[config.mk]
export PLATFORM = sky130hd
export DESIGN_NAME = fhc_hdr_track
export DESIGN_NICKNAME = d
export VERILOG_FILES = /design/src/hdl/fhc_pkg.sv /design/src/hdl/fhc_hdr_track.sv
export SDC_FILE = /design/constraint.sdc
export NUM_CORES = 1
export LEC_CHECK = 0
export ABC_CLOCK_PERIOD_IN_PS = 5000
export BUFFER_PORTS_ARGS = -buffer_cell sky130_fd_sc_hd__buf_2
export CAP_MARGIN = 10
export CORE_MARGIN = 2
export CORE_UTILIZATION = 45
export CTS_CLUSTER_DIAMETER = 80
export DETAILED_ROUTE_END_ITERATION = 10
export GPL_ROUTABILITY_DRIVEN = 0
export PLACE_DENSITY = 0.77
export SETUP_SLACK_MARGIN = 0.02
export SLEW_MARGIN = 0
export SYNTH_ARGS = -nofsm -noshare
export SYNTH_HDL_FRONTEND = slang
export SYNTH_SLANG_ARGS = --single-unit
[constraint.sdc]
create_clock -name clk -period 5 [get_ports clk]
set_input_delay 0.25 -clock clk [delete_from_list [all_inputs] [get_ports clk]]
set_output_delay 0.25 -clock clk [all_outputs]
set_load 0.02 [all_outputs]
[src/hdl/fhc_pkg.sv]
// Shared types and constants for the frame header checker.
package fhc_pkg;

    localparam int HDR_BYTES = 12;
    localparam int HDR_POS_W = $clog2(HDR_BYTES + 1);
    localparam int CNT_W     = 32;

    // Header byte positions
    localparam logic [HDR_POS_W-1:0] POS_MAGIC0  = HDR_POS_W'(0);
    localparam logic [HDR_POS_W-1:0] POS_MAGIC1  = HDR_POS_W'(1);
    localparam logic [HDR_POS_W-1:0] POS_VERSION = HDR_POS_W'(2);
    localparam logic [HDR_POS_W-1:0] POS_TYPE    = HDR_POS_W'(3);
    localparam logic [HDR_POS_W-1:0] POS_SEQ     = HDR_POS_W'(4);
    localparam logic [HDR_POS_W-1:0] POS_LEN     = HDR_POS_W'(8);
    localparam logic [HDR_POS_W-1:0] POS_DONE    = HDR_POS_W'(HDR_BYTES);

    // Payload byte count at which the total byte count reaches 2^32-1
    localparam logic [CNT_W-1:0] TAIL_MAX = {CNT_W{1'b1}} - CNT_W'(HDR_BYTES);

    typedef enum logic [2:0] {
        ST_OK      = 3'd0,
        ST_SHORT   = 3'd1,
        ST_MAGIC   = 3'd2,
        ST_VERSION = 3'd3,
        ST_LENGTH  = 3'd4,
        ST_TOO_BIG = 3'd5
    } status_t;

    typedef enum logic [1:0] {
        CFG_MAGIC_FIRST  = 2'd0,
        CFG_MAGIC_SECOND = 2'd1,
        CFG_VERSION      = 2'd2,
        CFG_CAPACITY     = 2'd3
    } cfg_idx_t;

    typedef struct packed {
        logic [7:0]       magic_first;
        logic [7:0]       magic_second;
        logic [7:0]       expected_version;
        logic [CNT_W-1:0] payload_capacity;
    } cfg_t;

    typedef struct packed {
        logic [7:0] data_byte;
        logic       has_byte;
        logic       end_of_buffer;
    } item_t;

    typedef struct packed {
        status_t          status;
        logic [7:0]       message_type;
        logic [CNT_W-1:0] sequence_number;
        logic [CNT_W-1:0] payload_length;
    } result_t;

endpackage

[src/hdl/fhc_hdr_track.sv]
// Header tracker: byte position, header capture, payload count and final checks.
module fhc_hdr_track
(
    input  logic             clk,
    input  logic             rst_n,
    input  fhc_pkg::cfg_t    cfg,
    input  fhc_pkg::item_t   item,
    input  logic             item_valid,
    output logic             item_take,
    input  logic             out_free,
    output logic             res_valid,
    output fhc_pkg::result_t res
);

    logic [fhc_pkg::HDR_POS_W-1:0] hdr_pos_reg, hdr_pos_next;
    logic [fhc_pkg::CNT_W-1:0]     tail_reg, tail_next;
    logic                          magic_reg, magic_next;
    logic                          version_reg, version_next;
    logic [7:0]                    type_reg, type_next;
    logic [fhc_pkg::CNT_W-1:0]     seq_reg, seq_next;
    logic [fhc_pkg::CNT_W-1:0]     len_reg, len_next;

    logic saturated;
    logic take_byte;
    logic in_header;

    // a final item waits until the result register can take its result
    assign item_take = item_valid && (!item.end_of_buffer || out_free);
    assign res_valid = item_take && item.end_of_buffer;

    assign saturated = (tail_reg == fhc_pkg::TAIL_MAX);
    assign take_byte = item.has_byte && !saturated;
    assign in_header = (hdr_pos_reg != fhc_pkg::POS_DONE);

    always_comb
    begin
        hdr_pos_next = hdr_pos_reg;
        tail_next    = tail_reg;
        magic_next   = magic_reg;
        version_next = version_reg;
        type_next    = type_reg;
        seq_next     = seq_reg;
        len_next     = len_reg;

        if (take_byte)
        begin
            if (!in_header)
            begin
                tail_next = tail_reg + fhc_pkg::CNT_W'(1);
            end
            else
            begin
                hdr_pos_next = hdr_pos_reg + fhc_pkg::HDR_POS_W'(1);
                if (hdr_pos_reg == fhc_pkg::POS_MAGIC0)
                begin
                    magic_next = magic_reg && (item.data_byte == cfg.magic_first);
                end
                else if (hdr_pos_reg == fhc_pkg::POS_MAGIC1)
                begin
                    magic_next = magic_reg && (item.data_byte == cfg.magic_second);
                end
                else if (hdr_pos_reg == fhc_pkg::POS_VERSION)
                begin
                    version_next = version_reg && (item.data_byte == cfg.expected_version);
                end
                else if (hdr_pos_reg == fhc_pkg::POS_TYPE)
                begin
                    type_next = item.data_byte;
                end
                else if (hdr_pos_reg < fhc_pkg::POS_LEN)
                begin
                    seq_next = {seq_reg[fhc_pkg::CNT_W-9:0], item.data_byte};
                end
                else
                begin
                    len_next = {len_reg[fhc_pkg::CNT_W-9:0], item.data_byte};
                end
            end
        end
    end

    // Checks in priority order, on the state including this item's byte
    always_comb
    begin
        res = '0;
        if (hdr_pos_next != fhc_pkg::POS_DONE)
        begin
            res.status = fhc_pkg::ST_SHORT;
        end
        else if (!magic_next)
        begin
            res.status = fhc_pkg::ST_MAGIC;
        end
        else if (!version_next)
        begin
            res.status = fhc_pkg::ST_VERSION;
        end
        else if (len_next > tail_next)
        begin
            res.status = fhc_pkg::ST_LENGTH;
        end
        else if (len_next > cfg.payload_capacity)
        begin
            res.status = fhc_pkg::ST_TOO_BIG;
        end
        else
        begin
            res.status          = fhc_pkg::ST_OK;
            res.message_type    = type_next;
            res.sequence_number = seq_next;
            res.payload_length  = len_next;
        end
    end

    always_ff @(posedge clk or negedge rst_n)
    begin
        if (!rst_n)
        begin
            hdr_pos_reg <= '0;
            tail_reg    <= '0;
            magic_reg   <= 1'b1;
            version_reg <= 1'b1;
            type_reg    <= '0;
            seq_reg     <= '0;
            len_reg     <= '0;
        end
        else if (item_take)
        begin
            if (item.end_of_buffer)
            begin
                hdr_pos_reg <= '0;
                tail_reg    <= '0;
                magic_reg   <= 1'b1;
                version_reg <= 1'b1;
                type_reg    <= '0;
                seq_reg     <= '0;
                len_reg     <= '0;
            end
            else
            begin
                hdr_pos_reg <= hdr_pos_next;
                tail_reg    <= tail_next;
                magic_reg   <= magic_next;
                version_reg <= version_next;
                type_reg    <= type_next;
                seq_reg     <= seq_next;
                len_reg     <= len_next;
            end
        end
    end

    a_clear_after_end: assert property (@(posedge clk) disable iff (!rst_n)
        res_valid |=> (hdr_pos_reg == '0) && (tail_reg == '0) && magic_reg && version_reg)
        else $error("state not cleared after end of buffer");

    a_tail_after_hdr: assert property (@(posedge clk) disable iff (!rst_n)
        (tail_reg != '0) |-> (hdr_pos_reg == fhc_pkg::POS_DONE))
        else $error("payload counted before header complete");

    a_pos_bound: assert property (@(posedge clk) disable iff (!rst_n)
        hdr_pos_reg <= fhc_pkg::POS_DONE)
        else $error("header position overran");

    a_magic_sticky: assert property (@(posedge clk) disable iff (!rst_n)
        (!magic_reg && !res_valid) |=> !magic_reg)
        else $error("magic mismatch lost within a buffer");

endmodule

==> flow_summary.yaml <==
synthesis:
  ys_top_cells_by_count: "108 x dfrtp_1, 75 x a22o_1, 69 x ha_1, 64 x nand2_1"
  synth.area.top_cells: "dfrtp_1 31%, ha_1 10%, a22o_1 7.6%"
  async_flop_share_pct: 100
  synth_fp_nets: 1059
  synth.avg_cell_area_um2: 9.42
  syn_inst: 920
  ys_ff_latch: 110
  synth_top_area_share_pct: 31.2
  yosysTopAreaCell: "dfrtp_1"
  ys.flop_type: "dfrtp_1"
  synth-seq-area-share_pct: 31.8
  ys_types: 62
  yosysMostFrequentCell: "dfrtp_1"
  yosys_warnings: 0
  synth_edf_count: 0
  synth_area_um2: 8670
worst_setup_path:
  cp-end-kind: "primary output"
  cp.arrival_ns: 5.15
  rr_startpoint: "tail_reg[14]"
  cp-start-kind: "flop"
  cp-startpoint: "tail_reg[0]"
  path_class: "reg2out"
  path_max_fanout: 11
  critical_path_required_ns: 4.75
sta:
  rsz0062_at_grt: "true"
  period_minus_slack_ns: 5.40
  fmaxAchievable_mhz: 185
  slew_headroom_pct: 20.8
  worst_slew_pin_slew_ns: 1.18
  slew_viol_final: 0
  hold_viol_final: 0
  finalClockSkew_ns: 0.0138
  final.period_utilization_pct: 108
  fin_ws_ns: -0.405
  finalSetupViolations: 74
die:
  core_um2: 18800
  die_y_um: 143
  row_count: 50
  die_area_um2: 20400
  initial_utilization_pct: 46.0
  fp.dieW_um: 143
  io_pins: 147
cts:
  clock-sinks: 110
  clk_path_buf_depth: 2
  htreeDepth: 3
  clk_pin_slew_ns: 0.08
  cts_buffers: 9
  clkLatencyLatePin_ns: 0.37
  cts_tree: "built"
  root_buffer: "clkbuf_16"
drt:
  drt_iter0_drc: 1261
  drtPass1Iterations: 5
  via_per_inst: 6.65
  drt_wl_total_mm: 34.7
  route.detailed.drc: 0
  vias: 9268
  postRouteAntennaNets: 0
  routedWlPerCell_um: 24.9
pwr:
  combPwrFrac_pct: 30.4
  intPower_uw: 1600
  ir_drop_v: 0.000227
  power_density_nw_per_um2: 200
  p_sw_uw: 834
  p_seq_share_pct: 38.9
  totalPowerFinal_uw: 2440
  switching_share_pct: 34.2
  clkPwrFrac_pct: 30.7
  p_leak_uw: 0.00539
layout:
  area_delta_synth_final_pct: 40.7
  instances_no_fill: 1394
  nets: 1267
  utilization_pct: 64.8
  drive_above_1_share_pct: 41.4
placed_design:
  numPortBuffers: 146
  hpwlAfterDp_mm: 19.3
  place_inst: 1306
  place_ws_ns: -0.101
hold_path:
  hold_class: "in2reg"
  min-delay-start: "item_valid"
status:
  violations: "setup timing"
  outcome: "finished with violations"
global_routing:
  grt_max_degree: 61
  grt_first_pass_wirelength_mm: 47.4
  grt_pass1_vias: 8533
  grt.overflow.total: 0
  antenna_found_initial: 1
  grt_use_total_pct: 29.7
job:
  drv_cap: 0
==> critical path: stages (launching register included) <==
cell	delay, ns
dfrtp_1	0.40
ha_4	0.17
nand3_4	0.06
or4_4	0.53
o31a_1	0.31
nand3_4	0.18
buf_12	0.15
buf_16	0.14
mux2_4	0.34
ha_1	0.32
a21oi_1	0.24
o21ai_0	0.13
a21oi_1	0.20
o21ai_1	0.27
o21ai_2	0.30
o311ai_4	0.22
buf_4	0.20
buf_6	0.12
buf_16	0.14
nor3_2	0.19
buf_4	0.18
==> routing by layer <==
layer / track usage (%) / up-vias / part of all wire, %
met5: 0 / - / 0.15
met4: 15.7 / 2 / 7.8
met3: 6.64 / 232 / 10
met2: 46.6 / 776 / 45
met1: 38.2 / 4413 / 36
li1: - / 3845 / -
==> power groups by stage <==
| stage | Sequential, uW | Combinational [uW] | Clock (uW) |
|---|---|---|---|
| final | 949 | 741 | 748 |
| after global routing | 952 | 774 | 786 |
| after CTS | 946 | 639 | 746 |
| after detailed placement | 963 | 450 | 0 |
| after global placement | 960 | 439 | 0 |
| after floorplan | 953 | 298 | 0 |
==> worst paths after layout <==
check	slack, ns	end	cells past startpoint
worst max-delay path	-0.40	res[51]	20
worst max register to register	1.80	type_reg[7]	8
worst min-delay path	0.34	tail_reg[12]	3
worst min register to register	0.51	seq_reg[30]	1
max in group asynchronous	3.26	hdr_pos_reg[1]	3
min in group asynchronous	0.46	tail_reg[19]	2
==> layout make-up <==
type	instances	area [um2]
inverter	46	173
antenna	1	2.50
sequential	110	2760
fill	1291	6630
clock buffer	9	225
multi-input combinational	701	6540
clock inverter	7	83.8
tap	260	325
timing repair buffer	260	2090
==> per-stage QoR <==
stage | TNS [ns] | area [um2] | hold slack (ns)
finish | -22.94 | 12200 | 0.342
global route | -25.35 | 12200 | 0.362
CTS | -0.00643 | 11400 | 0.344
detailed placement | -0.943 | 9810 | 0.317
global placement | 0 | 9810 | 0.313
floorplan | -0.948 | 8670 | -0.0456
==> cells in the final DEF (no fill, tap or decap), types with 17 or more instances in the layout <==
cell	n
a22o_1	75
ha_4	30
nand4_1	31
nor3_1	20
buf_2	86
o21ai_0	34
inv_1	45
buf_6	17
mux2i_1	43
a21oi_1	36
nand3_1	18
dfrtp_1	105
xnor2_1	27
mux2_4	30
nand2_1	61
xor2_1	20
nor3b_2	22
nor2_1	22
buf_4	137
nor3_2	27
ha_1	39
==> timing repair <==
item | CTS | global route
endpoints found under the setup margin | 74 | 74
buffers inserted | 35 | 28
gates cloned | 8 | 3
pin swaps | 31 | 33
hold buffers | 1 | 0
endpoints found under the hold margin | 50 | 0
gates resized for setup | 154 | 117
==> kinds of logic after synthesis <==
kind of cell	count (synthesis)	synth area share (%)
XOR/XNOR	56	5.66
AO/OA/AOI/OAI	206	17.0
buffers and inverters	109	5.47
multiplexers	77	9.35
adder cells (fa/ha/maj)	69	9.96
flip-flops	110	31.8
AND/OR/NAND/NOR	293	20.8
Note: power is estimated with default switching activity, not from simulation.
